===== config.mk =====
export PLATFORM = sky130hd
export DESIGN_NAME = lorawan_mac_header_parser
export DESIGN_NICKNAME = d
export VERILOG_FILES = /design/src/hw/rtl/lmhp_pkg.sv /design/src/hw/rtl/lmhp_parser.sv /design/src/hw/rtl/lmhp_out_queue.sv /design/src/hw/rtl/lorawan_mac_header_parser.sv
export SDC_FILE = /design/constraint.sdc
export NUM_CORES = 1
export LEC_CHECK = 0
export BUFFER_PORTS_ARGS = -buffer_cell sky130_fd_sc_hd__buf_2
export CAP_MARGIN = 25
export CORE_MARGIN = 3
export CORE_UTILIZATION = 60
export DETAILED_ROUTE_END_ITERATION = 8
export HOLD_SLACK_MARGIN = 0.15
export PLACE_DENSITY = 0.78
export SLEW_MARGIN = 10
export SYNTH_ARGS = -nofsm -noshare
export SYNTH_HDL_FRONTEND = slang
export SYNTH_SLANG_ARGS = --single-unit

===== constraint.sdc =====
create_clock -name aclk -period 9.61 [get_ports aclk]
set_input_delay 0 -clock aclk [delete_from_list [all_inputs] [get_ports aclk]]
set_output_delay 0 -clock aclk [all_outputs]
set_load 0.02 [all_outputs]

===== src/hw/rtl/lmhp_pkg.sv =====
package lmhp_pkg;

    // Longest frame the position counter tracks before it saturates
    localparam int MAX_FRAME_LEN = 256;
    localparam int POS_W         = $clog2(MAX_FRAME_LEN + 1);

    // Result queue depth; one end-of-frame byte may push two results
    localparam int QUEUE_DEPTH   = 4;
    localparam int QPTR_W        = $clog2(QUEUE_DEPTH);
    localparam int QCNT_W        = $clog2(QUEUE_DEPTH + 1);

    // Result kinds
    localparam logic [1:0] KIND_OPTION  = 2'd0;
    localparam logic [1:0] KIND_PAYLOAD = 2'd1;
    localparam logic [1:0] KIND_SUMMARY = 2'd2;

    // FPort value reported when the frame carries no port byte
    localparam logic [8:0] PORT_ABSENT = 9'd256;

    typedef struct packed {
        logic [7:0] frame_byte;
        logic       end_of_frame;
    } in_item_t;

    typedef struct packed {
        logic [1:0]  item_kind;
        logic [7:0]  data_byte;
        logic        frame_error;
        logic [2:0]  message_type;
        logic [2:0]  reserved_bits;
        logic [1:0]  major_version;
        logic [31:0] device_address;
        logic [3:0]  control_flags;
        logic [3:0]  options_length;
        logic [15:0] frame_counter;
        logic [8:0]  port_number;
        logic [31:0] integrity_code;
    } out_item_t;

    // Results produced by one accepted byte, in delivery order
    typedef struct packed {
        logic [1:0] count;
        out_item_t  first;
        out_item_t  second;
    } res_pair_t;

endpackage


===== src/hw/rtl/lmhp_parser.sv =====
module lmhp_parser (
    input  logic                aclk,
    input  logic                aresetn,
    input  logic                accept,
    input  lmhp_pkg::in_item_t  in_item,
    output lmhp_pkg::res_pair_t results
);
    import lmhp_pkg::*;

    // Per-frame state
    logic [POS_W-1:0] pos_reg, pos_next;
    logic [7:0]       dly_reg [4];
    logic [7:0]       dly_next [4];
    logic [7:0]       mhdr_reg, mhdr_next;
    logic [31:0]      addr_reg, addr_next;
    logic [7:0]       fctrl_reg, fctrl_next;
    logic [15:0]      fcnt_reg, fcnt_next;
    logic [8:0]       port_reg, port_next;

    logic [POS_W-1:0] port_pos;
    logic [POS_W-1:0] short_lim;
    logic [7:0]       leaving;
    logic             past_header;
    logic             stream_hit;
    out_item_t        stream_item;
    out_item_t        summary_item;

    // Header capture, delay line and byte classification
    always_comb begin
        pos_next   = pos_reg;
        mhdr_next  = mhdr_reg;
        addr_next  = addr_reg;
        fctrl_next = fctrl_reg;
        fcnt_next  = fcnt_reg;
        port_next  = port_reg;

        if (pos_reg == POS_W'(0)) begin
            mhdr_next = in_item.frame_byte;
        end
        for (int k = 0; k < 4; k++) begin
            if (pos_reg == POS_W'(k + 1)) begin
                addr_next[8*k +: 8] = addr_reg[8*k +: 8] | in_item.frame_byte;
            end
        end
        if (pos_reg == POS_W'(5)) begin
            fctrl_next = in_item.frame_byte;
        end
        if (pos_reg == POS_W'(6)) begin
            fcnt_next[7:0] = in_item.frame_byte;
        end
        if (pos_reg == POS_W'(7)) begin
            fcnt_next[15:8] = in_item.frame_byte;
        end

        leaving     = dly_reg[0];
        dly_next[0] = dly_reg[1];
        dly_next[1] = dly_reg[2];
        dly_next[2] = dly_reg[3];
        dly_next[3] = in_item.frame_byte;

        // Leaving byte sits at pos - 4; FPort at 8 + FOptsLen
        port_pos    = POS_W'(12) + POS_W'(fctrl_next[3:0]);
        short_lim   = POS_W'(11) + POS_W'(fctrl_next[3:0]);
        past_header = (pos_reg >= POS_W'(12));
        stream_hit  = past_header && (pos_reg != port_pos);
        if (past_header && (pos_reg == port_pos)) begin
            port_next = {1'b0, leaving};
        end

        if (pos_reg < POS_W'(MAX_FRAME_LEN)) begin
            pos_next = pos_reg + POS_W'(1);
        end

        stream_item           = '0;
        stream_item.item_kind = (pos_reg < port_pos) ? KIND_OPTION : KIND_PAYLOAD;
        stream_item.data_byte = leaving;

        summary_item                = '0;
        summary_item.item_kind      = KIND_SUMMARY;
        summary_item.frame_error    = (pos_reg < short_lim);
        summary_item.message_type   = mhdr_next[7:5];
        summary_item.reserved_bits  = mhdr_next[4:2];
        summary_item.major_version  = mhdr_next[1:0];
        summary_item.device_address = addr_next;
        summary_item.control_flags  = fctrl_next[7:4];
        summary_item.options_length = fctrl_next[3:0];
        summary_item.frame_counter  = fcnt_next;
        summary_item.port_number    = port_next;
        summary_item.integrity_code = {dly_next[3], dly_next[2], dly_next[1], dly_next[0]};

        // Pack the results in order: streamed byte first, summary last
        results = '0;
        if (accept) begin
            if (stream_hit && in_item.end_of_frame) begin
                results.count  = 2'd2;
                results.first  = stream_item;
                results.second = summary_item;
            end else if (stream_hit) begin
                results.count = 2'd1;
                results.first = stream_item;
            end else if (in_item.end_of_frame) begin
                results.count = 2'd1;
                results.first = summary_item;
            end
        end
    end

    // Frame state; cleared by reset and after the end byte
    always_ff @(posedge aclk) begin
        if (!aresetn) begin
            pos_reg   <= '0;
            mhdr_reg  <= '0;
            addr_reg  <= '0;
            fctrl_reg <= '0;
            fcnt_reg  <= '0;
            port_reg  <= PORT_ABSENT;
            for (int k = 0; k < 4; k++) begin
                dly_reg[k] <= '0;
            end
        end else if (accept) begin
            if (in_item.end_of_frame) begin
                pos_reg   <= '0;
                mhdr_reg  <= '0;
                addr_reg  <= '0;
                fctrl_reg <= '0;
                fcnt_reg  <= '0;
                port_reg  <= PORT_ABSENT;
                for (int k = 0; k < 4; k++) begin
                    dly_reg[k] <= '0;
                end
            end else begin
                pos_reg   <= pos_next;
                mhdr_reg  <= mhdr_next;
                addr_reg  <= addr_next;
                fctrl_reg <= fctrl_next;
                fcnt_reg  <= fcnt_next;
                port_reg  <= port_next;
                for (int k = 0; k < 4; k++) begin
                    dly_reg[k] <= dly_next[k];
                end
            end
        end
    end

endmodule


===== src/hw/rtl/lmhp_out_queue.sv =====
module lmhp_out_queue (
    input  logic                 aclk,
    input  logic                 aresetn,
    input  lmhp_pkg::res_pair_t  push,
    output logic                 has_room,
    output logic                 m_valid,
    input  logic                 m_ready,
    output lmhp_pkg::out_item_t  m_data
);
    import lmhp_pkg::*;

    out_item_t         mem [QUEUE_DEPTH];
    logic [QPTR_W-1:0] wr_ptr_reg, rd_ptr_reg;
    logic [QCNT_W-1:0] count_reg, count_next;
    logic              pop;

    // Room for two results keeps the input side free of the output stall
    assign has_room = (count_reg <= QCNT_W'(QUEUE_DEPTH - 2));
    assign m_valid  = (count_reg != '0);
    assign m_data   = mem[rd_ptr_reg];
    assign pop      = m_valid && m_ready;

    always_comb begin
        count_next = count_reg + QCNT_W'(push.count) - QCNT_W'(pop);
    end

    // Storage, written one or two entries per transfer
    always_ff @(posedge aclk) begin
        if (push.count != 2'd0) begin
            mem[wr_ptr_reg] <= push.first;
        end
        if (push.count == 2'd2) begin
            mem[wr_ptr_reg + QPTR_W'(1)] <= push.second;
        end
    end

    // Pointers and fill count
    always_ff @(posedge aclk) begin
        if (!aresetn) begin
            wr_ptr_reg <= '0;
            rd_ptr_reg <= '0;
            count_reg  <= '0;
        end else begin
            wr_ptr_reg <= wr_ptr_reg + QPTR_W'(push.count);
            rd_ptr_reg <= rd_ptr_reg + QPTR_W'(pop);
            count_reg  <= count_next;
        end
    end

endmodule


===== src/hw/rtl/lorawan_mac_header_parser.sv =====
// LoRaWAN MAC header parser. Takes one frame byte per transfer on s_ (with
// end_of_frame on the last byte) and can accept a byte every cycle while the
// queue has room. Option and payload bytes come out on m_ four bytes behind
// the input, and the frame summary (MHDR fields, DevAddr, FCtrl, FCnt, FPort
// or 256, MIC and an error flag for frames shorter than 12 + FOptsLen)
// follows the end byte; discard a frame's streamed bytes when its summary
// flags an error. Results pass through a four-entry queue drained at one
// result per cycle while m_ready is high, so the output port sets the
// sustained rate: one byte per cycle, with the end byte of a frame also
// adding its summary as an extra result. A byte is taken while the queue
// holds at most two results. No start-up pass is needed after reset.
module lorawan_mac_header_parser (
    input  logic                aclk,
    input  logic                aresetn,
    input  logic                s_valid,
    output logic                s_ready,
    input  lmhp_pkg::in_item_t  s_data,
    output logic                m_valid,
    input  logic                m_ready,
    output lmhp_pkg::out_item_t m_data
);
    import lmhp_pkg::*;

    res_pair_t results;
    logic      has_room;
    logic      accept;

    assign s_ready = has_room;
    assign accept  = s_valid && s_ready;

    // Frame decode
    lmhp_parser u_parser (
        .aclk    (aclk),
        .aresetn (aresetn),
        .accept  (accept),
        .in_item (s_data),
        .results (results)
    );

    // Result queue and output port
    lmhp_out_queue u_queue (
        .aclk     (aclk),
        .aresetn  (aresetn),
        .push     (results),
        .has_room (has_room),
        .m_valid  (m_valid),
        .m_ready  (m_ready),
        .m_data   (m_data)
    );

    // Results appear only for an accepted byte
    a_push_on_accept: assert property (@(posedge aclk) disable iff (!aresetn)
        !accept |-> (results.count == 2'd0))
        else $error("results pushed without an input transfer");

    // The summary is always last and only one per byte
    a_summary_last: assert property (@(posedge aclk) disable iff (!aresetn)
        (results.count == 2'd2) |->
            (results.second.item_kind == KIND_SUMMARY &&
             results.first.item_kind != KIND_SUMMARY))
        else $error("summary not last in a result pair");

    // The end byte always yields a summary
    a_eof_summary: assert property (@(posedge aclk) disable iff (!aresetn)
        (accept && s_data.end_of_frame) |->
            (results.count == 2'd2 ||
             (results.count == 2'd1 && results.first.item_kind == KIND_SUMMARY)))
        else $error("end of frame without summary");

    // Input only stalls while results are waiting
    a_stall_has_output: assert property (@(posedge aclk) disable iff (!aresetn)
        !s_ready |-> m_valid)
        else $error("input stalled with empty queue");

endmodule


==> impl_summary.log, run 1 <==
[metrics] pin count of the biggest net entering global routing: 108
[metrics] capturing instance or port of the critical path: u_queue.mem[3][40]
[metrics] kind of critical path: flop to flop
[metrics] TritonCTS clock tree: done
[metrics] number of antenna-violating nets in the routed design: 0
[metrics] complex-gate fraction of the synthesized area: around 4.5%
[metrics] slowest stage cell, crit path: sky130_fd_sc_hd__nor4_4
[metrics] final routed DRC violation total: 0
[metrics] final std cells w/o fill: 2500
[metrics] run status: completed
[metrics] number of buffers added on ports: 130
[metrics] total CTS buffers: 56
[metrics] buffer count from post-CTS setup fixing: 0
[metrics] Worst R2R Setup Slack: 2.13 ns
[metrics] Final Max Tran Viols: 0
[metrics] clock latency reported for the late side of the worst-skew pair: 0.61 ns
[metrics] nets in the synthesized netlist: about 1900
[metrics] number of flip-flops in the largest register: 464
[metrics] largest fanout on the critical path: 58
[metrics] chip height: between 200 and 250 um
[metrics] number of cells produced by synthesis: 1825
[metrics] sequential cell area in the final layout: 0.0162 mm2
[metrics] Top cell by count, worst path: sky130_fd_sc_hd__ha_1
[metrics] start point of the critical path: u_parser.pos_reg[8]
[metrics] Post-Synth Adder-Cell Area: between 1 and 1.5%
[metrics] vias post-DR: 15600
[metrics] Critical Path Max Stage Delay: 0.74 ns
[metrics] path depth of the worst reg2reg path: 17
[metrics] clock tree skew after final layout: 0.0208 ns
[metrics] clock transition time at the flip-flop clock pins of the worst setup and hold paths: 0.06 ns
[metrics] placed cell areas: 0.0258 mm2
[metrics] cell count after placement: 2380
[metrics] mean number of vias per cell: around 6.2
[metrics] via count of the first global-routing pass: 16000
[metrics] mux share of post-synthesis cell area: 11.8%
[metrics] number of failing setup endpoints in the final timing report: 0
[metrics] xor/xnor cell area share of the yosys netlist: 0.458%
[metrics] remaining global-route overflow: 0
[metrics] weighted congestion reported at the end of routability-driven placement: between 0.8 and 0.9
[metrics] maximum clock frequency: 134 MHz
[metrics] number of core rows: 73
[metrics] syn_area_per_cell: 13.6 um2
[metrics] switching power of the nets: 0.00177 W
[metrics] number of iterations in the first detailed-routing pass: 5
[metrics] DRT Wirelength: 58.7 mm
[metrics] Ant. Diodes: 0
[metrics] critical register-to-register path endpoint: u_queue.mem[3][40]
[metrics] internal power component: 0.00465 W
[metrics] Routed WL per cell: 23.5 um
[metrics] Yosys top cell area share: 54.6%
[metrics] max cap viols: 0
[metrics] #FFs+latches synth: 585
[metrics] Post-Synthesis Cell Area: approximately 0.025 mm2
[metrics] share of post-route cells with drive strength above 1: 19.5%
[metrics] Sw Share: 27.6%
[metrics] die width: 210 um
[metrics] chain of cells forming the critical path: or4_4, nor4_4, mux2i_2, inv_1, ha_1, inv_1, ha_1, and4_1, nand2_1, or3_1, nand2_1, ha_1, nand2b_1, or4b_2, and2_1, inv_4, buf_4
[metrics] Period Utilization, post-route: 77.8%
[metrics] starting density of the core: 61.6%
[metrics] most used flip-flop cell after synthesis: sky130_fd_sc_hd__edfxtp_1
[metrics] tightest slew margin relative to the limit: 33.3%
[metrics] final total negative setup slack: 0 ns
[metrics] footprint of the multi-input gates: 0.00799 mm2
[metrics] core area: 0.0404 mm2
[metrics] nature of the critical path endpoint: flop
[metrics] top post-synthesis cells by area: sky130_fd_sc_hd__edfxtp_1, sky130_fd_sc_hd__dfxtp_1, sky130_fd_sc_hd__mux4_2
[metrics] simple logic cell fraction of the synthesized area: 14.1%
[metrics] unrepaired setup endpoints after global routing: false
[metrics] full die area: 0.0439 mm2
[metrics] Final min period: roughly 7.5 ns
[metrics] pin slew with the least headroom to its limit: 0.995 ns
[metrics] number of ports placed on the die boundary: 131
[metrics] number of distinct library cells after synthesis: 59
[metrics] number of sinks on the clock net: 585
[metrics] source of the worst register-to-register timing path: u_parser.pos_reg[8]
[metrics] Sequential Power Share: 45.3%
[metrics] commonest non-fill, non-tap cell in the layout: sky130_fd_sc_hd__edfxtp_1
[metrics] nets: 1962
[metrics] number of H-tree levels: 2
[metrics] CP required: between 9 and 10 ns
[metrics] power density normalized to cell area: 230 mW/mm2
[metrics] worst IR drop on VDD: 0.000150 V
[metrics] summed area of non-filler cells in the final layout: 0.0279 mm2
[metrics] number of hold violations in the final report: 0
[metrics] gr usage total: 26.9%
[metrics] number of warnings printed during yosys synthesis: 0
[metrics] classification of the worst-slack hold path: input pin to flop
[metrics] antenna violations before repair: 0
[metrics] type of origin of the critical path: flop
[metrics] global-route wire length before repair: 91.6 mm
[metrics] Post-synth EDFFs: 452
[metrics] Worst Path Arrival: 7.73 ns
[metrics] root cell of the clock tree: sky130_fd_sc_hd__clkbuf_16
[metrics] Seq/Total Area, Yosys: 65.3%
[metrics] Filler cells: 2750
[metrics] portion of total power attributed to the clock network: a little over a third
[metrics] Area Growth Syn to Fin: 12.1%
[metrics] most area-hungry cell type in the Yosys netlist: sky130_fd_sc_hd__edfxtp_1
[metrics] Iteration-0 DRC Markers: roughly 1600
[metrics] async set-reset flop share out of synthesis: 0%
[metrics] fraction of power consumed by combinational cells: 19.5%
[metrics] largest family of logic cells by synthesized area: simple AND/OR/NAND/NOR gates
[metrics] post-DP HPWL: 33.2 mm
[metrics] highest-count cells in the layout ignoring fill and taps: sky130_fd_sc_hd__edfxtp_1, sky130_fd_sc_hd__nor2_1, sky130_fd_sc_hd__nor2b_1, sky130_fd_sc_hd__dfxtp_1, sky130_fd_sc_hd__buf_2
[metrics] leakage component of the power: 9.11 nW
[metrics] CTS Buffer Depth: 3
[repair_timing]
| item | 4_1_cts | 5_1_grt |
|---|---|---|
| setup endpoints to repair | 0 | 0 |
| hold endpoints to repair | 74 | 0 |
| hold buffers | 13 | 0 |
| gates resized for setup | 0 | 0 |
[how the worst min path moves through the flow]
stage | startpoint | endpoint | slack [ns] | depth (start not counted)
3_3_place_gp | u_queue.mem[2][111] | u_queue.mem[2][111] | 0.43 | 2
4_1_cts | m_ready | u_queue.rd_ptr_reg[0] | 0.39 | 5
5_1_grt | u_parser.fcnt_reg[11] | u_parser.fcnt_reg[11] | 0.46 | 2
2_1_floorplan | s_data[0] | u_parser.pos_reg[5] | 0.20 | 2
6_report | m_ready | u_queue.rd_ptr_reg[0] | 0.42 | 5
3_5_place_dp | u_queue.mem[1][114] | u_queue.mem[1][114] | 0.44 | 2
[stage by stage]
step / setup WS, ns / total power (W) / hold slack, ns / utilization [%]
2_1_floorplan: 2.06 / 0.00381 / 0.196 / -
3_3_place_gp: 2.43 / 0.00420 / 0.427 / 63.9
3_5_place_dp: 2.23 / 0.00421 / 0.441 / 63.9
4_1_cts: 2.21 / 0.00645 / 0.391 / 69.0
5_1_grt: 1.76 / 0.00663 / 0.464 / 69.1
6_report: 2.13 / 0.00642 / 0.423 / 69.1
[power by group through the flow]
stage | registers [W] | clock network [W] | logic [W]
after floorplan | 0.00290 | 0 | 0.000904
after global routing | 0.00292 | 0.00238 | 0.00134
after detailed placement | 0.00296 | 0 | 0.00125
after global placement | 0.00295 | 0 | 0.00125
final | 0.00291 | 0.00226 | 0.00125
after CTS | 0.00291 | 0.00228 | 0.00126
[worst max-delay path, delay by kind of cell (launching register included)]
kind          cells  cell delay (ns)
simple gates      9             3.83
buf+inv           4             1.45
fa+ha+maj         3             0.88
mux               1             0.52
flops             1             0.38
[layout make-up]
| type | count | share of cell area [%] |
|---|---|---|
| multi-input combinational | 1096 | 28.6 |
| timing repair buffer | 168 | 3.59 |
| clock inverter | 18 | 0.821 |
| inverter | 20 | 0.305 |
| clock buffer | 88 | 6.02 |
| sequential | 585 | 58.3 |
| tap | 525 | 2.36 |
[cell families after synthesis]
family	after synthesis
XOR/XNOR	13
flip-flops	585
AO/OA/AOI/OAI	192
adder cells (fa/ha/maj)	22
buffers and inverters	144
multiplexers	148
AND/OR/NAND/NOR	721
[routing by layer]
layer,wire length (um),up-vias,global-route usage (%)
met5,0,-,0
met4,1520,0,8.87
met3,4750,112,3.90
met2,29200,729,44.4
met1,23200,7896,37.5
li1,-,6857,-
[cells in the mapped netlist, types with 3 or more instances]
cell	n
sky130_fd_sc_hd__edfxtp_1	452
sky130_fd_sc_hd__nor2_1	311
sky130_fd_sc_hd__dfxtp_1	133
sky130_fd_sc_hd__nor2b_1	132
sky130_fd_sc_hd__mux4_2	116
sky130_fd_sc_hd__nand2_1	110
sky130_fd_sc_hd__a21oi_1	68
sky130_fd_sc_hd__o21ai_0	58
sky130_fd_sc_hd__clkbuf_1	56
sky130_fd_sc_hd__and2_1	45
sky130_fd_sc_hd__nor3_1	37
sky130_fd_sc_hd__buf_2	33
sky130_fd_sc_hd__mux2i_1	30
sky130_fd_sc_hd__o21ai_1	23
sky130_fd_sc_hd__ha_1	21
sky130_fd_sc_hd__inv_1	20
sky130_fd_sc_hd__nand3_1	19
sky130_fd_sc_hd__nand4_1	18
sky130_fd_sc_hd__buf_4	17
sky130_fd_sc_hd__buf_1	16
sky130_fd_sc_hd__nand3b_1	11
sky130_fd_sc_hd__a21boi_0	10
sky130_fd_sc_hd__o211ai_1	9
sky130_fd_sc_hd__xnor2_1	8
sky130_fd_sc_hd__nand2b_1	7
sky130_fd_sc_hd__nor3b_1	5
sky130_fd_sc_hd__xor2_1	5
sky130_fd_sc_hd__a22o_1	4
sky130_fd_sc_hd__o31ai_1	4
sky130_fd_sc_hd__a211oi_1	3
sky130_fd_sc_hd__a21oi_4	3
sky130_fd_sc_hd__nand2_2	3
sky130_fd_sc_hd__nor4_4	3
Power figures use the tool's default switching activity.
==> inputs of run 2 (changes only) <==
--- a/config.mk
+++ b/config.mk
@@ -5,6 +5,7 @@
 export SDC_FILE = /design/constraint.sdc
 export NUM_CORES = 1
 export LEC_CHECK = 0
+export ABC_AREA = 1
 export BUFFER_PORTS_ARGS = -buffer_cell sky130_fd_sc_hd__buf_2
 export CAP_MARGIN = 25
 export CORE_MARGIN = 3
==> constraint.sdc (replaced) <==
create_clock -name aclk -period 7.81 [get_ports aclk]
set_input_delay 0 -clock aclk [delete_from_list [all_inputs] [get_ports aclk]]
set_output_delay 0 -clock aclk [all_outputs]
set_load 0.02 [all_outputs]
==> run 2 against run 1 <==
  * Die area grew 1.8%
  * Global-route usage grew 5.2 points
  * Design area grew 0.78%
  * Sequential share of layout area shrank 0.45 points
==> impl_summary.log, run 2 <==
[metrics] unrepaired setup endpoints after global routing: false
[metrics] buffer count from post-CTS setup fixing: 0
[metrics] Final Max Tran Viols: 0
[metrics] largest fanout on the critical path: 55
[metrics] run status: completed
[metrics] CTS Buffer Depth: 3
[metrics] footprint of the multi-input gates: 0.00769 mm2
[metrics] global-route wire length before repair: 112 mm
[metrics] Seq/Total Area, Yosys: 64.1%
[metrics] number of core rows: 74
[metrics] CP required: roughly 8 ns
[metrics] Iteration-0 DRC Markers: 2521
[metrics] core area: about 0.041 mm2
[metrics] number of distinct library cells after synthesis: 36
[metrics] most area-hungry cell type in the Yosys netlist: sky130_fd_sc_hd__edfxtp_1
[metrics] full die area: ~0.045 mm2
[metrics] syn_area_per_cell: 10.2 um2
[metrics] classification of the worst-slack hold path: input pin to flop
[metrics] pin count of the biggest net entering global routing: roughly 140
[metrics] number of failing setup endpoints in the final timing report: 0
[metrics] maximum clock frequency: 152 MHz
[metrics] post-DP HPWL: 40.1 mm
[metrics] number of antenna-violating nets in the routed design: 0
[metrics] nets in the synthesized netlist: approximately 2500
[metrics] Worst Path Arrival: 6.84 ns
[metrics] final hold slack: 0.260 ns
[metrics] Yosys top cell area share: 53.6%
[metrics] most frequent cell after synthesis: sky130_fd_sc_hd__a21oi_1
[metrics] top post-synthesis cells by area: sky130_fd_sc_hd__edfxtp_1, sky130_fd_sc_hd__dfxtp_1, sky130_fd_sc_hd__a21oi_1
[metrics] clock tree skew after final layout: 0.0137 ns
[metrics] cell types with the highest counts after synthesis: sky130_fd_sc_hd__a21oi_1, sky130_fd_sc_hd__edfxtp_1, sky130_fd_sc_hd__nor2_1
[metrics] number of cells produced by synthesis: ~2500
[metrics] Filler cells: roughly 3000
[metrics] number of sinks on the clock net: 585
[metrics] nature of the critical path endpoint: flop
[metrics] type of origin of the critical path: flop
[metrics] DRT Wirelength: a little over 70 mm
[metrics] final total negative setup slack: 0 ns
[metrics] mean number of vias per cell: 6.53
[metrics] number of iterations in the first detailed-routing pass: 8
[metrics] sequential cell area in the final layout: 0.0162 mm2
[metrics] worst IR drop on VDD: 0.000545 V
[metrics] gr usage total: between 30 and 40%
[metrics] commonest non-fill, non-tap cell in the layout: sky130_fd_sc_hd__a21oi_1
[metrics] highest-count cells in the layout ignoring fill and taps: sky130_fd_sc_hd__a21oi_1, sky130_fd_sc_hd__edfxtp_1, sky130_fd_sc_hd__nor2_1, sky130_fd_sc_hd__o21ai_0, sky130_fd_sc_hd__nand2_1
[metrics] Area Growth Syn to Fin: 11.0%
[metrics] TritonCTS clock tree: done
[metrics] final routed DRC violation total: 0
[metrics] via count of the first global-routing pass: 19700
[metrics] weighted congestion reported at the end of routability-driven placement: 0.914
[metrics] starting density of the core: around 61%
[metrics] tightest slew margin relative to the limit: 30.5%
[metrics] share of post-route cells with drive strength above 1: 11.5%
[metrics] Period Utilization, post-route: 84.1%
[metrics] antenna violations before repair: 0
[metrics] Core Util, Final: roughly 68%
[metrics] remaining global-route overflow: 0
[metrics] Routed WL per cell: 23.5 um
[metrics] root cell of the clock tree: sky130_fd_sc_hd__clkbuf_16
[metrics] Post-synth EDFFs: 452
[metrics] number of buffers added on ports: 130
[metrics] Final min period: 6.56 ns
[metrics] kind of critical path: flop to flop
[metrics] nets: 2546
[metrics] die width: 211 um
[metrics] number of warnings printed during yosys synthesis: 0
[metrics] vias post-DR: approximately 20000
[metrics] number of H-tree levels: 2
[metrics] clock transition time at the flip-flop clock pins of the worst setup and hold paths: 0.06 ns
[metrics] clock latency reported for the late side of the worst-skew pair: around 0.61 ns
[metrics] leakage component of the power: 9.45 nW
[metrics] chip height: 211 um
[metrics] max cap viols: 0
[metrics] number of ports placed on the die boundary: approximately 130
[metrics] #FFs+latches synth: 585
[metrics] Post-Synthesis Cell Area: 0.0253 mm2
[metrics] number of flip-flops in the largest register: 464
[metrics] async set-reset flop share out of synthesis: 0%
[metrics] total CTS buffers: 57
[metrics] most used flip-flop cell after synthesis: sky130_fd_sc_hd__edfxtp_1
[metrics] pin slew with the least headroom to its limit: 1.04 ns
[metrics] number of hold violations in the final report: 0
[metrics] power density normalized to cell area: approximately 300 mW/mm2
[metrics] Ant. Diodes: 0
run 2: cell count changes in the layout (fill, tap and decap cells not counted), sizes merged, moves of 19 or more:
cell	change
nor2b	-132
inv	+106
a21oi	+397
o22ai	+145
mux4	-116
clkinv	+21
nand3	+30
nand2	+70
nor3	-23
clkbuf	-19
o21ai	+232
and2	-45
mux2i	-32
run 2: worst max-delay path, cell delays in order, from the launching register on:
cell and delay (ns):
sky130_fd_sc_hd__dfxtp_1 0.48, sky130_fd_sc_hd__inv_1 0.15, sky130_fd_sc_hd__ha_1 0.21, sky130_fd_sc_hd__nand2_1 0.12, sky130_fd_sc_hd__nor2_2 0.06, sky130_fd_sc_hd__nand2_1 0.27, sky130_fd_sc_hd__inv_1 0.16, sky130_fd_sc_hd__a21oi_1 0.25
sky130_fd_sc_hd__clkinv_1 0.28, sky130_fd_sc_hd__ha_1 0.36, sky130_fd_sc_hd__inv_1 0.04, sky130_fd_sc_hd__ha_1 0.27, sky130_fd_sc_hd__nand2_1 0.05, sky130_fd_sc_hd__inv_1 0.07, sky130_fd_sc_hd__nand2_1 0.06, sky130_fd_sc_hd__nor2_1 0.15
sky130_fd_sc_hd__nand4_1 0.17, sky130_fd_sc_hd__nand2_4 0.19, sky130_fd_sc_hd__ha_1 0.26, sky130_fd_sc_hd__nor2_1 0.25, sky130_fd_sc_hd__nor2_1 0.14, sky130_fd_sc_hd__nor2_1 0.64, sky130_fd_sc_hd__nor2_1 0.41, sky130_fd_sc_hd__inv_4 0.76
sky130_fd_sc_hd__buf_4 0.44
run 2: final timing paths:
kind                                          start                    end  slack, ns  cells after the start
worst max-delay path            u_parser.pos_reg[1]     u_queue.mem[2][54]       1.25                     24
worst min-delay path                        aresetn  u_queue.wr_ptr_reg[0]       0.26                      4
worst max register to register  u_parser.pos_reg[1]     u_queue.mem[2][54]       1.25                     24
worst min register to register  u_queue.mem[1][106]    u_queue.mem[1][106]       0.45                      2
run 2: logic make-up (layout without fill, tap and decap cells):
| group | Yosys count | in the layout | synth area share [%] |
|---|---|---|---|
| AO/OA/AOI/OAI | 947 | 947 | 19.6 |
| flip-flops | 585 | 585 | 64.1 |
| AND/OR/NAND/NOR | 581 | 581 | 9.42 |
| buffers and inverters | 339 | 417 | 5.53 |
| adder cells (fa/ha/maj) | 22 | 22 | 1.12 |
| XOR/XNOR | 5 | 5 | 0.173 |
run 2: layout make-up:
| cell class | count | share of cell area, % |
|---|---|---|
| Timing Repair Buffer | 179 | 4.02 |
| Clock inverter | 36 | 1.21 |
| Inverter | 133 | 1.85 |
| Clock buffer | 69 | 5.38 |
| Sequential cell | 585 | 57.8 |
| Tap cell | 532 | 2.37 |
| Multi-Input combinational cell | 1555 | 27.4 |
run 2: metal layers:
metal | vias up | wire length (um) | global-route usage, %
li1 | 8929 | - | -
met1 | 9755 | 26800 | 42.1
met2 | 1280 | 34900 | 52.8
met3 | 217 | 7750 | 5.60
met4 | 0 | 3200 | 14.9
met5 | - | 0 | 0
run 2: power by group:
group          total (W)  internal [W]  switching, W  leakage, nW
Combinational    0.00231      0.000602       0.00171         3.48
Clock            0.00275       0.00157       0.00117        0.912
Sequential       0.00359       0.00348      0.000107         5.06
Total            0.00865       0.00566       0.00299         9.45
run 2: what timing repair did:
| action | in CTS | in global routing |
|---|---|---|
| hold buffers | 14 | 0 |
| hold endpoints to repair | 152 | 0 |
| resized for setup | 0 | 0 |
run 2: per-stage QoR:
stage | cell area, um2 | std cells | worst slack [ns] | total power, W
6_report | 28100 | 3089 | 1.25 | 0.00865
5_1_grt | 28100 | 3089 | 0.647 | 0.00895
4_1_cts | 28100 | 3089 | 1.38 | 0.00865
3_5_place_dp | 26100 | 2970 | 1.40 | 0.00594
3_3_place_gp | 26100 | 2970 | 1.56 | 0.00591
2_1_floorplan | 25300 | 2479 | 1.31 | 0.00509
==> inputs of run 3 (changes only) <==
--- a/config.mk
+++ b/config.mk
@@ -9,10 +9,10 @@
 export BUFFER_PORTS_ARGS = -buffer_cell sky130_fd_sc_hd__buf_2
 export CAP_MARGIN = 25
 export CORE_MARGIN = 3
-export CORE_UTILIZATION = 60
+export CORE_UTILIZATION = 55
 export DETAILED_ROUTE_END_ITERATION = 8
 export HOLD_SLACK_MARGIN = 0.15
-export PLACE_DENSITY = 0.78
+export PLACE_DENSITY = 0.76
 export SLEW_MARGIN = 10
 export SYNTH_ARGS = -nofsm -noshare
 export SYNTH_HDL_FRONTEND = slang
==> constraint.sdc (replaced) <==
create_clock -name aclk -period 5.6 [get_ports aclk]
set_input_delay 0 -clock aclk [delete_from_list [all_inputs] [get_ports aclk]]
set_output_delay 0 -clock aclk [all_outputs]
set_load 0.02 [all_outputs]
==> run 3 against run 2 <==
  * Final cell count grew 2.6%
  * Worst setup slack worse by 0.72 ns
  * Sequential share of layout area decreased by 0.94 points
  * Combinational power rose by 40%
  * Worst hold slack got worse by 0.0031 ns
  * Sequential cell count unchanged
  * Clock skew rose by 0.018 ns
  * Critical path depth is 3 higher
  * Critical endpoint is now u_queue.mem[0][80]
==> impl_summary.log, run 3 (synthesized netlist as in run 2, its figures left out) <==
[metrics] run status: completed
[metrics] highest-count cells in the layout ignoring fill and taps: sky130_fd_sc_hd__a21oi_1, sky130_fd_sc_hd__edfxtp_1, sky130_fd_sc_hd__nor2_1, sky130_fd_sc_hd__o21ai_0, sky130_fd_sc_hd__nand2_1
[metrics] Area Growth Syn to Fin: 12.8%
[metrics] number of iterations in the first detailed-routing pass: 6
[metrics] CP Buf/Inv Count: 9
[metrics] max cap viols: 0
[metrics] core area: 0.0448 mm2
[metrics] Worst Path Arrival: about 5.4 ns
[metrics] clock latency reported for the late side of the worst-skew pair: 0.62 ns
[metrics] post-DP HPWL: 40.7 mm
[metrics] unrepaired setup endpoints after global routing: false
[metrics] number of buffers added on ports: 130
[metrics] pin slew with the least headroom to its limit: ~1.1 ns
[metrics] chip height: 221 um
[metrics] Routed WL per cell: 23.4 um
[metrics] DRT Wirelength: roughly 74 mm
[metrics] nature of the critical path endpoint: flop
[metrics] number of hold violations in the final report: 0
[metrics] total CTS buffers: 57
[metrics] Period Utilization, post-route: 90.7%
[metrics] pin count of the biggest net entering global routing: roughly 110
[metrics] tightest slew margin relative to the limit: 28.9%
[metrics] slowest stage cell, crit path: sky130_fd_sc_hd__nor2_2
[metrics] number of flip-flops in the largest register: 464
[metrics] clock transition time at the flip-flop clock pins of the worst setup and hold paths: about 0.060 ns
[metrics] full die area: 0.0486 mm2
[metrics] starting density of the core: 56.5%
[metrics] source of the worst register-to-register timing path: u_parser.pos_reg[1]
[metrics] Filler cells: ~3500
[metrics] global-route wire length before repair: ~110 mm
[metrics] nets: 2563
[metrics] Worst R2R Setup Slack: about 0.52 ns
[metrics] CTS Buffer Depth: 3
[metrics] source of the worst hold timing path: aresetn
[metrics] CP required: 5.93 ns
[metrics] power density normalized to cell area: 426 mW/mm2
[metrics] commonest non-fill, non-tap cell in the layout: sky130_fd_sc_hd__a21oi_1
[metrics] share of post-route cells with drive strength above 1: 12.6%
[metrics] number of sinks on the clock net: 585
[metrics] type of origin of the critical path: flop
[metrics] number of H-tree levels: 2
[metrics] maximum clock frequency: 197 MHz
[metrics] Top cell by count, worst path: sky130_fd_sc_hd__nor2_1
[metrics] die width: approximately 220 um
[metrics] classification of the worst-slack hold path: input pin to flop
[metrics] CTS-repair resized insts: 0
[metrics] remaining global-route overflow: 0
[metrics] number of failing setup endpoints in the final timing report: 0
[metrics] Core Util, Final: around 64%
[metrics] antenna violations before repair: 0
[metrics] worst IR drop on VDD: 0.000280 V
[metrics] Final min period: just over 5 ns
[metrics] critical register-to-register path endpoint: u_queue.mem[0][80]
[metrics] Worst Hold Path Cells: 4
[metrics] Worst path top cell family by delay: simple AND/OR/NAND/NOR gates
[metrics] Critical Path Max Stage Delay: 0.42 ns
[metrics] kind of critical path: flop to flop
[metrics] gr usage total: 30.1%
[metrics] Final Max Tran Viols: 0
[metrics] TritonCTS clock tree: done
[metrics] via count of the first global-routing pass: 19900
[metrics] leakage component of the power: 9.58 nW
[metrics] mean number of vias per cell: 6.36
[metrics] root cell of the clock tree: sky130_fd_sc_hd__clkbuf_16
[metrics] number of ports placed on the die boundary: 131
[metrics] number of core rows: 77
[metrics] vias post-DR: 20200
[metrics] final routed DRC violation total: 0
[metrics] final total negative setup slack: 0 ns
[metrics] largest fanout on the critical path: 37
[metrics] number of antenna-violating nets in the routed design: 0
[metrics] path depth of the worst reg2reg path: 27
[metrics] weighted congestion reported at the end of routability-driven placement: 0.881
[metrics] Worst Hold Path EP: u_queue.count_reg[0]
[metrics] clock tree skew after final layout: 0.0313 ns
[metrics] Iteration-0 DRC Markers: 2359
[run 3: metal layers]
metal / global-route usage, % / vias to the layer above / share of wire (%)
met5: 0 / - / 0
met4: 14.3 / 0 / 3.9
met3: 5.37 / 196 / 10
met2: 49.2 / 1291 / 48
met1: 39.4 / 9713 / 37
li1: - / 8977 / -
[run 3: area by class of cell]
cell class | count | area (um2) | area share [%]
timing repair buffer | 196 | 1420 | 4.99
clock buffer | 76 | 1590 | 5.56
multi-input combinational | 1555 | 7710 | 27.0
clock inverter | 30 | 315 | 1.10
sequential | 585 | 16200 | 56.9
antenna | 3 | 7.51 | 0.0263
inverter | 133 | 531 | 1.86
tap | 592 | 741 | 2.59
[run 3: worst max-delay path by stage]
| stage | from | end | slack, ns | cells after the start |
|---|---|---|---|---|
| finish | u_parser.pos_reg[1] | u_queue.mem[0][80] | 0.52 | 27 |
| global route | u_parser.pos_reg[1] | u_queue.mem[0][70] | 0.06 | 26 |
| CTS | u_parser.pos_reg[1] | u_queue.mem[0][69] | 0.49 | 28 |
| detailed placement | u_parser.pos_reg[1] | u_queue.mem[0][19] | 0.50 | 29 |
| global placement | u_parser.pos_reg[1] | u_queue.mem[0][80] | 0.60 | 29 |
| floorplan | u_parser.pos_reg[1] | u_queue.mem[1][0] | 0.005 | 29 |
[run 3: report_power, final]
group | internal [W] | leakage [nW] | switching, W
clock | 0.00226 | 0.916 | 0.00165
sequential | 0.00486 | 5.06 | 0.000178
combinational | 0.000855 | 3.61 | 0.00237
total | 0.00798 | 9.58 | 0.00420
[run 3: repair_timing]
item,4_1_cts,5_1_grt
setup endpoints to repair,0,0
setup buffers,0,0
hold buffers,13,0
endpoints found under the hold margin,171,0
[run 3: per-stage QoR]
step / cells / power, W / hold slack (ns) / setup slack, ns / instance area [um2]
global placement: 3044 / 0.00826 / 0.317 / 0.603 / 26400
finish: 3170 / 0.0122 / 0.256 / 0.523 / 28600
floorplan: 2479 / 0.00710 / 0.199 / 0.00476 / 25400
global route: 3167 / 0.0126 / 0.297 / 0.0574 / 28600
CTS: 3164 / 0.0122 / 0.242 / 0.486 / 28500
detailed placement: 3045 / 0.00832 / 0.329 / 0.502 / 26500
[run 3: worst reg2reg max path: stages, from the launching register on]
cell	delay [ns]
sky130_fd_sc_hd__dfxtp_2	0.37
sky130_fd_sc_hd__inv_2	0.10
sky130_fd_sc_hd__ha_1	0.14
sky130_fd_sc_hd__nand2_1	0.09
sky130_fd_sc_hd__nor2_2	0.14
sky130_fd_sc_hd__nand2_1	0.10
sky130_fd_sc_hd__inv_2	0.11
sky130_fd_sc_hd__nor2_1	0.06
sky130_fd_sc_hd__a21oi_2	0.15
sky130_fd_sc_hd__clkinv_2	0.15
sky130_fd_sc_hd__ha_1	0.30
sky130_fd_sc_hd__inv_1	0.04
sky130_fd_sc_hd__ha_1	0.26
sky130_fd_sc_hd__nand2_1	0.05
sky130_fd_sc_hd__inv_1	0.07
sky130_fd_sc_hd__nand2_1	0.05
sky130_fd_sc_hd__nor2_1	0.14
sky130_fd_sc_hd__nand4_1	0.16
sky130_fd_sc_hd__nand2_4	0.21
sky130_fd_sc_hd__ha_1	0.27
sky130_fd_sc_hd__nor2_1	0.31
sky130_fd_sc_hd__nor2_1	0.11
sky130_fd_sc_hd__inv_2	0.12
sky130_fd_sc_hd__nor2_1	0.08
sky130_fd_sc_hd__nor2_2	0.42
sky130_fd_sc_hd__clkinvlp_4	0.19
sky130_fd_sc_hd__buf_4	0.31
sky130_fd_sc_hd__buf_12	0.26
